[config.mk]
export PLATFORM = sky130hd
export DESIGN_NAME = aarm_cordic
export DESIGN_NICKNAME = d
export VERILOG_FILES = /design/src/sv/aarm_pkg.sv /design/src/sv/aarm_cordic.sv
export SDC_FILE = /design/constraint.sdc
export NUM_CORES = 2
export LEC_CHECK = 0
export ABC_AREA = 0
export BUFFER_PORTS_ARGS = -buffer_cell sky130_fd_sc_hd__buf_2
export CELL_PAD_IN_SITES_DETAIL_PLACEMENT = 1
export CELL_PAD_IN_SITES_GLOBAL_PLACEMENT = 1
export CORE_MARGIN = 1.5
export CORE_UTILIZATION = 50
export CTS_CLUSTER_SIZE = 40
export DETAILED_ROUTE_END_ITERATION = 16
export MAX_ROUTING_LAYER = met4
export PLACE_DENSITY = 0.78
export SETUP_SLACK_MARGIN = 0.02
export SYNTH_ARGS = -nofsm -noshare
export SYNTH_HDL_FRONTEND = slang
export SYNTH_SLANG_ARGS = --single-unit
[constraint.sdc]
create_clock -name i_clk -period 7.9 [get_ports i_clk]
set_clock_uncertainty 0.2 [all_clocks]
set_input_delay 1.58 -clock i_clk [delete_from_list [all_inputs] [get_ports i_clk]]
set_output_delay 1.58 -clock i_clk [all_outputs]
set_load 0.005 [all_outputs]
[src/sv/aarm_pkg.sv]
`timescale 1ns / 1ps
// ----------------------------------------------------------------------------
// aarm_pkg
// Shared types and constants for the axis-angle rotation matrix generator.
// ----------------------------------------------------------------------------
package aarm_pkg;

    // Defaults for the top-level parameters
    localparam int DATA_WIDTH_DEF   = 16;
    localparam int CORDIC_STEPS_DEF = 16;

    // Q2.14 one and the index of the homogeneous row
    localparam logic [15:0] ONE_Q14  = 16'h4000;
    localparam logic [1:0]  ROW_LAST = 2'd3;

    // arctan(2^-i) in units of 2^-32 turn
    localparam logic [31:0] ATAN_TURN32 [32] = '{
        32'd536870912, 32'd316933406, 32'd167458907, 32'd85004756,
        32'd42667331,  32'd21354465,  32'd10679838,  32'd5340245,
        32'd2670163,   32'd1335087,   32'd667544,    32'd333772,
        32'd166886,    32'd83443,     32'd41722,     32'd20861,
        32'd10430,     32'd5215,      32'd2608,      32'd1304,
        32'd652,       32'd326,       32'd163,       32'd81,
        32'd41,        32'd20,        32'd10,        32'd5,
        32'd3,         32'd1,         32'd1,         32'd0
    };

    // Input beat
    typedef struct packed {
        logic signed [15:0] axis_x;
        logic signed [15:0] axis_y;
        logic signed [15:0] axis_z;
        logic        [15:0] angle;
    } t_in;

    // Output beat
    typedef struct packed {
        logic        [1:0]  row;
        logic signed [15:0] col0;
        logic signed [15:0] col1;
        logic signed [15:0] col2;
        logic signed [15:0] col3;
        logic               last;
    } t_out;

    // 3x3 rotation part, entry (k,j) at index 3*k+j
    typedef logic [8:0][15:0] t_mat9;

endpackage

[src/sv/aarm_cordic.sv]
`timescale 1ns / 1ps
// ----------------------------------------------------------------------------
// aarm_cordic
// Pipelined rotation-mode CORDIC: one register stage per iteration, then
// quadrant fold and clamp. Carries the axis alongside.
// ----------------------------------------------------------------------------
module aarm_cordic #(
    parameter int DATA_WIDTH   = aarm_pkg::DATA_WIDTH_DEF,
    parameter int CORDIC_STEPS = aarm_pkg::CORDIC_STEPS_DEF
) (
    input  logic                         i_clk,
    input  logic                         i_rst_n,
    input  logic                         i_valid,
    input  aarm_pkg::t_in                i_item,
    output logic                         o_valid,
    output aarm_pkg::t_in                o_item,
    output logic signed [DATA_WIDTH-1:0] o_cos,
    output logic signed [DATA_WIDTH-1:0] o_sin
);
    localparam int F  = DATA_WIDTH - 2;
    localparam int XW = DATA_WIDTH + 2;
    localparam int ZW = 32;
    localparam logic [63:0] X_INIT64 =
        (64'd1304065748 + (64'd1 << (30 - F))) >> (31 - F);
    localparam logic signed [XW-1:0] X_INIT = X_INIT64[XW-1:0];
    localparam logic signed [XW-1:0] LIM    = XW'(1) << F;

    logic signed [XW-1:0] r_x [0:CORDIC_STEPS];
    logic signed [XW-1:0] r_y [0:CORDIC_STEPS];
    logic signed [ZW-1:0] r_z [0:CORDIC_STEPS];
    logic        [1:0]    r_q [0:CORDIC_STEPS];
    aarm_pkg::t_in        r_it[0:CORDIC_STEPS];
    logic                 r_v [0:CORDIC_STEPS];

    logic [15:0] angle_off;
    logic [1:0]  n_q;
    logic [15:0] resid;

    // Quadrant split of the angle
    assign angle_off = i_item.angle + 16'h2000;
    assign n_q       = angle_off[15:14];
    assign resid     = i_item.angle - {n_q, 14'd0};

    // Entry stage
    always_ff @(posedge i_clk) begin
        if (!i_rst_n) begin
            r_v[0] <= 1'b0;
        end else begin
            r_v[0] <= i_valid;
        end
        r_x[0]  <= X_INIT;
        r_y[0]  <= '0;
        r_z[0]  <= {resid, 16'd0};
        r_q[0]  <= n_q;
        r_it[0] <= i_item;
    end

    // One micro-rotation per stage
    for (genvar k = 0; k < CORDIC_STEPS; k++) begin : g_step
        localparam logic signed [ZW-1:0] ATAN = aarm_pkg::ATAN_TURN32[k];
        always_ff @(posedge i_clk) begin
            if (!i_rst_n) begin
                r_v[k+1] <= 1'b0;
            end else begin
                r_v[k+1] <= r_v[k];
            end
            if (!r_z[k][ZW-1]) begin
                r_x[k+1] <= r_x[k] - (r_y[k] >>> k);
                r_y[k+1] <= r_y[k] + (r_x[k] >>> k);
                r_z[k+1] <= r_z[k] - ATAN;
            end else begin
                r_x[k+1] <= r_x[k] + (r_y[k] >>> k);
                r_y[k+1] <= r_y[k] - (r_x[k] >>> k);
                r_z[k+1] <= r_z[k] + ATAN;
            end
            r_q[k+1]  <= r_q[k];
            r_it[k+1] <= r_it[k];
        end
    end

    // Quadrant fold and clamp to [-1, 1]
    logic signed [XW-1:0] fx, fy, cx, cy;
    always_comb begin
        case (r_q[CORDIC_STEPS])
            2'd0: begin fx = r_x[CORDIC_STEPS];  fy = r_y[CORDIC_STEPS];  end
            2'd1: begin fx = -r_y[CORDIC_STEPS]; fy = r_x[CORDIC_STEPS];  end
            2'd2: begin fx = -r_x[CORDIC_STEPS]; fy = -r_y[CORDIC_STEPS]; end
            default: begin fx = r_y[CORDIC_STEPS]; fy = -r_x[CORDIC_STEPS]; end
        endcase
        cx = (fx > LIM) ? LIM : ((fx < -LIM) ? -LIM : fx);
        cy = (fy > LIM) ? LIM : ((fy < -LIM) ? -LIM : fy);
    end

    always_ff @(posedge i_clk) begin
        if (!i_rst_n) begin
            o_valid <= 1'b0;
        end else begin
            o_valid <= r_v[CORDIC_STEPS];
        end
        o_cos  <= cx[DATA_WIDTH-1:0];
        o_sin  <= cy[DATA_WIDTH-1:0];
        o_item <= r_it[CORDIC_STEPS];
    end

endmodule

; ---- After elaboration in Yosys (flattened, before gate mapping)
; Memory sizes are Yosys's and may differ from the RTL's. A register that Yosys moved wholly into a read port is not among the register bits.
; Index checks and enable logic that the tools add are counted.
[op_classes]
eq_ne = 2
mux = 103
reduce_logical = 4
bitwise = 65
magnitude_cmp = 4
n_addsub = 99
[op_table]
columns = cell, n
row1 = $mux W18, 32
row2 = $mux W32, 16
row3 = $pmux W18 S3, 2
row4 = $or A1 B1 Y1, 65
row5 = $mux W1, 51
row6 = $add A18 B10 Y18, 2
row7 = $add A18 B11 Y18, 2
row8 = $add A18 B12 Y18, 2
row9 = $add A18 B13 Y18, 2
row10 = $add A18 B14 Y18, 2
row11 = $add A18 B15 Y18, 2
row12 = $add A18 B16 Y18, 2
row13 = $add A18 B17 Y18, 2
row14 = $add A18 B3 Y18, 2
row15 = $add A18 B4 Y18, 2
row16 = $add A18 B5 Y18, 2
row17 = $add A18 B6 Y18, 2
row18 = $add A18 B7 Y18, 2
row19 = $add A18 B8 Y18, 2
row20 = $add A18 B9 Y18, 2
row21 = $gt A18 B16 Y1 const B, 2
row22 = $lt A18 B15 Y1 const B, 2
row23 = $neg A18 Y18, 2
row24 = $sub A18 B10 Y18, 2
row25 = other kinds (56), 73
[word_totals]
wordCells = 287
memories = 6
in_bits = 67
ram_bits = 2295
ff_bits = 32
[memory_table]
columns = memory, words, width, read_ports, rd_clocked_by_memory_dff, wr, line_no
row1 = r_it, 17, 64, 17, 1, 17, aarm_cordic.sv:32  ; aarm_pkg::t_in r_it[0:CORDIC_STEPS];
row2 = r_z, 17, 32, 16, 0, 17, aarm_cordic.sv:30  ; logic signed [ZW-1:0] r_z [0:CORDIC_STEPS];
row3 = r_x, 17, 18, 17, 0, 17, aarm_cordic.sv:28  ; logic signed [XW-1:0] r_x [0:CORDIC_STEPS];
row4 = r_y, 17, 18, 17, 0, 17, aarm_cordic.sv:29  ; logic signed [XW-1:0] r_y [0:CORDIC_STEPS];
row5 = r_q, 17, 2, 17, 0, 17, aarm_cordic.sv:31  ; logic [1:0] r_q [0:CORDIC_STEPS];
row6 = r_v, 17, 1, 17, 1, 17, aarm_cordic.sv:33  ; logic r_v [0:CORDIC_STEPS];

; ---- Logic depth before layout (Yosys ltp)
[depth]
depth_word = 4
ltp_mapped = 18

; ---- Worst setup path before layout
; No wires, ideal clock.
[synth_path]
path_kind = flip-flop to flip-flop
start = memory r_z[10][31]
end = memory r_z[11][29]
t_arrival_ns = 3.970
setup_slack_ns = 3.598
path_stages_with_launch = 15
setup_time_ns = 0.131
synth_period_minus_slack_ns = 4.302
required_time_ns = 7.569
cell_sequence = dfxtp_1 > clkbuf_1 > inv_1 > clkbuf_1 > ha_1 > nor2b_1 > o21ai_0 > a21oi_1 > o41ai_1 > o21ai_0 > a211oi_1 > nor2_1 > o41ai_1 > o21ai_0 > xor2_1
[synth_rtl]
columns = element, line_no
row1 = start: declaration, aarm_cordic.sv:30

==> results.toml <==
[setup_path]
max_stage_delay_ps = 820
path_buf_inv = 1
startpoint_type = "flop"
worstPathCellList = "inv_1 -> ha_1 -> fa_1 -> a21o_1 -> a21oi_1 -> o21bai_1 -> a21oi_1 -> o21bai_1 -> a211o_1 -> a2111oi_0 -> o31ai_1 -> a21oi_1 -> xnor2_1"
crit_family = "compound AO/OA/AOI/OAI gates"
crit_slowest_cell = "a2111oi_0"
crit_top_cell = "a21oi_1"
arrival_ps = 5640
crit_path_end_kind = "flop"
worst_ep_required_time_ps = 8480
worstSetupPathType = "reg2reg"
cp_max_fo = 16

[sta]
drv_slew = 0
period_needed_ps = 5062
fin_tns_setup_ps = 0
slew_headroom = 0.2896
setup_viol = 0
grt_setup_unrepaired = "no"
hold_viol_final = 0
tightest_slew_ps = 1052
finalCritPeriodShare = 0.6407
fin_ws_ps = 2838
max_freq_ghz = 0.1976

[yosys]
yosysTopAreaCellShare = 0.4898
ys.flop_type = "dfxtp_1"
syn_area_per_cell_um2 = 10.44
synth_top_cell_by_area = "dfxtp_1"
ys_ff_latch = 2170
synth_edf_count = 0
yosysMostFrequentCell = "dfxtp_1"
synth_cell_type_count = 85
syn_inst = 8498
yosysSeqAreaShare = 0.4898
synthTopCellsByArea = "dfxtp_1, ha_1, xnor2_1"
netlist_top_cells_count = "dfxtp_1, ha_1, a21oi_1"
yosysWarnings = 0
synth_area_um2 = 88690
async_flop_share = 0

[detailed_routing]
routed_wl_um = 195600
drc = 0
viasPerCell = 5.335
dr.pass1.iters = 5
routedWlPerCell_um = 17.29
first_iter_violations = 2171
antenna_left = 0
vias = 60370

[global_route]
antenna_found_initial = 3
overflow = 0
grt_pass1_vias = 65030
grt_pass1_wl_um = 323900
gr-usage-all-layers = 0.2221
grt_max_degree = 64

[place]
dp_hpwl_um = 146600
io_buffers = 163
place_ws_ps = 2847
gp_congestion = 0.8786

[floorplanning]
dieArea_um2 = 179900
ioPinCount = 164
die_w_um = 424.2
coreArea_um2 = 176100
die_h_um = 424.2
rows = 154
initial_utilization = 0.5036

[layout]
drive_gt1_frac = 0.07298
syn2layout_area_growth_pct = 12.47
finish.net_count = 9853

[clocking]
clk_root_buffer_cell = "clkbuf_16"
post_cts_buffers = 0
cts_sinks = 2170
clk_pin_slew_ps = 70
cts_hold_buf = 0
cts-htree-levels = 4
cts_resized = 0
cts_tree = "done"
cts_max_path_buffers = 3
numCtsBuffers = 212
worstSkewPairLatency_ps = 870

[min_path]
holdCritPathClass = "reg2reg"

[flow_run]
cap_viol_max_count = 0

[run_status]
status = "finished, final reports clean"
[metal layers]
metal	track usage	up-vias	routed length, um
met4	0.07599	0	6135
met1	0.2386	28960	80340
met3	0.03069	369	4914
li1	-	30360	-
met2	0.4145	684	104200
met5	-	-	0
[state kept, by name, indices dropped and copies added (netlist names)]
signal and count:
o_cos 16, r_it 1088, o_item 64, o_sin 16, r_q 34, r_x 269, r_v 17, r_y 269
o_valid 1, r_z 396
[worst register-to-register path: stages, from the launching register on]
cell	delay, ps
dfxtp_1	780
inv_1	560
ha_1	380
fa_1	410
a21o_1	200
a21oi_1	250
o21bai_1	90
a21oi_1	260
o21bai_1	130
a211o_1	330
a2111oi_0	820
o31ai_1	190
a21oi_1	240
xnor2_1	150
[kinds of logic after synthesis]
| group | after synthesis | share of synthesized area |
|---|---|---|
| xor gates and xnor gates | 968 | 0.09559 |
| AOI/OAI and AO/OA | 2021 | 0.1447 |
| DFF | 2170 | 0.4898 |
| buffers and inverters | 495 | 0.02098 |
| muxes | 56 | 0.006603 |
| other | 2 | 0.00008468 |
| adders and majority gates | 988 | 0.1429 |
| and+or+nand+nor | 1798 | 0.09925 |
[cell type report]
cell class | instances | area, um2
Fill cell | 18950 | 76370
Sequential cell | 2170 | 43440
Multi-Input combinational cell | 5836 | 43400
Clock buffer | 286 | 5984
Tap cell | 2340 | 2928
Clock inverter | 105 | 1548
Inverter | 396 | 1486
Timing Repair Buffer | 182 | 958.4
Antenna cell | 1 | 2.502
[worst paths after layout]
path / startpoint / end / slack (ps) / cells after the start
hold / removal: r_q[7][1]$_DFF_P_ / r_q[8][1]$_DFF_P_ / 100 / 0
hold reg to reg: r_q[7][1]$_DFF_P_ / r_q[8][1]$_DFF_P_ / 100 / 0
setup / recovery: r_z[1][31]$_DFF_P_ / r_z[2][30]$_DFF_P_ / 2840 / 13
setup reg to reg: r_z[1][31]$_DFF_P_ / r_z[2][30]$_DFF_P_ / 2840 / 13
[cells in the final DEF (no fill, tap or decap), types with 29 or more instances in the layout]
master,netlist,final
dfxtp_1,2170,2169
ha_1,946,946
a21oi_1,675,675
xnor2_1,658,658
nor2_1,591,591
inv_1,392,392
o21ai_0,378,378
xor2_1,310,310
a21o_1,309,309
nand2_1,291,291
clkbuf_16,0,213
nor3_1,206,206
buf_2,2,163
nand3_1,125,125
nor2b_1,114,114
o21bai_1,110,110
nand2b_1,94,94
o21a_1,90,90
a31oi_1,70,70
a211oi_1,63,63
nand4_1,60,60
and2_1,57,57
and3_1,57,57
or3_1,52,52
fa_1,42,42
clkbuf_8,0,38
o31ai_1,37,37
mux2i_1,36,36
clkbuf_1,91,35
clkinv_2,0,34
or2_2,31,31
o211ai_1,29,29
o41ai_1,29,29
[stage by stage]
| step | std cells | utilization | instance area, um2 | hold WS (ps) |
|---|---|---|---|---|
| floorplan | 8501 | - | 88700 | 109.6 |
| detailed placement | 10920 | 0.5236 | 92210 | 113.2 |
| finish | 11320 | 0.5664 | 99750 | 99.85 |
| global placement | 10920 | 0.5236 | 92210 | 109.5 |
| global route | 11320 | 0.5664 | 99750 | 96.80 |
| CTS | 11320 | 0.5664 | 99750 | 92.66 |
Power is left out: the tool's default activity adds up to more than one toggle a clock period on the data nets, which glitch-free logic cannot reach.
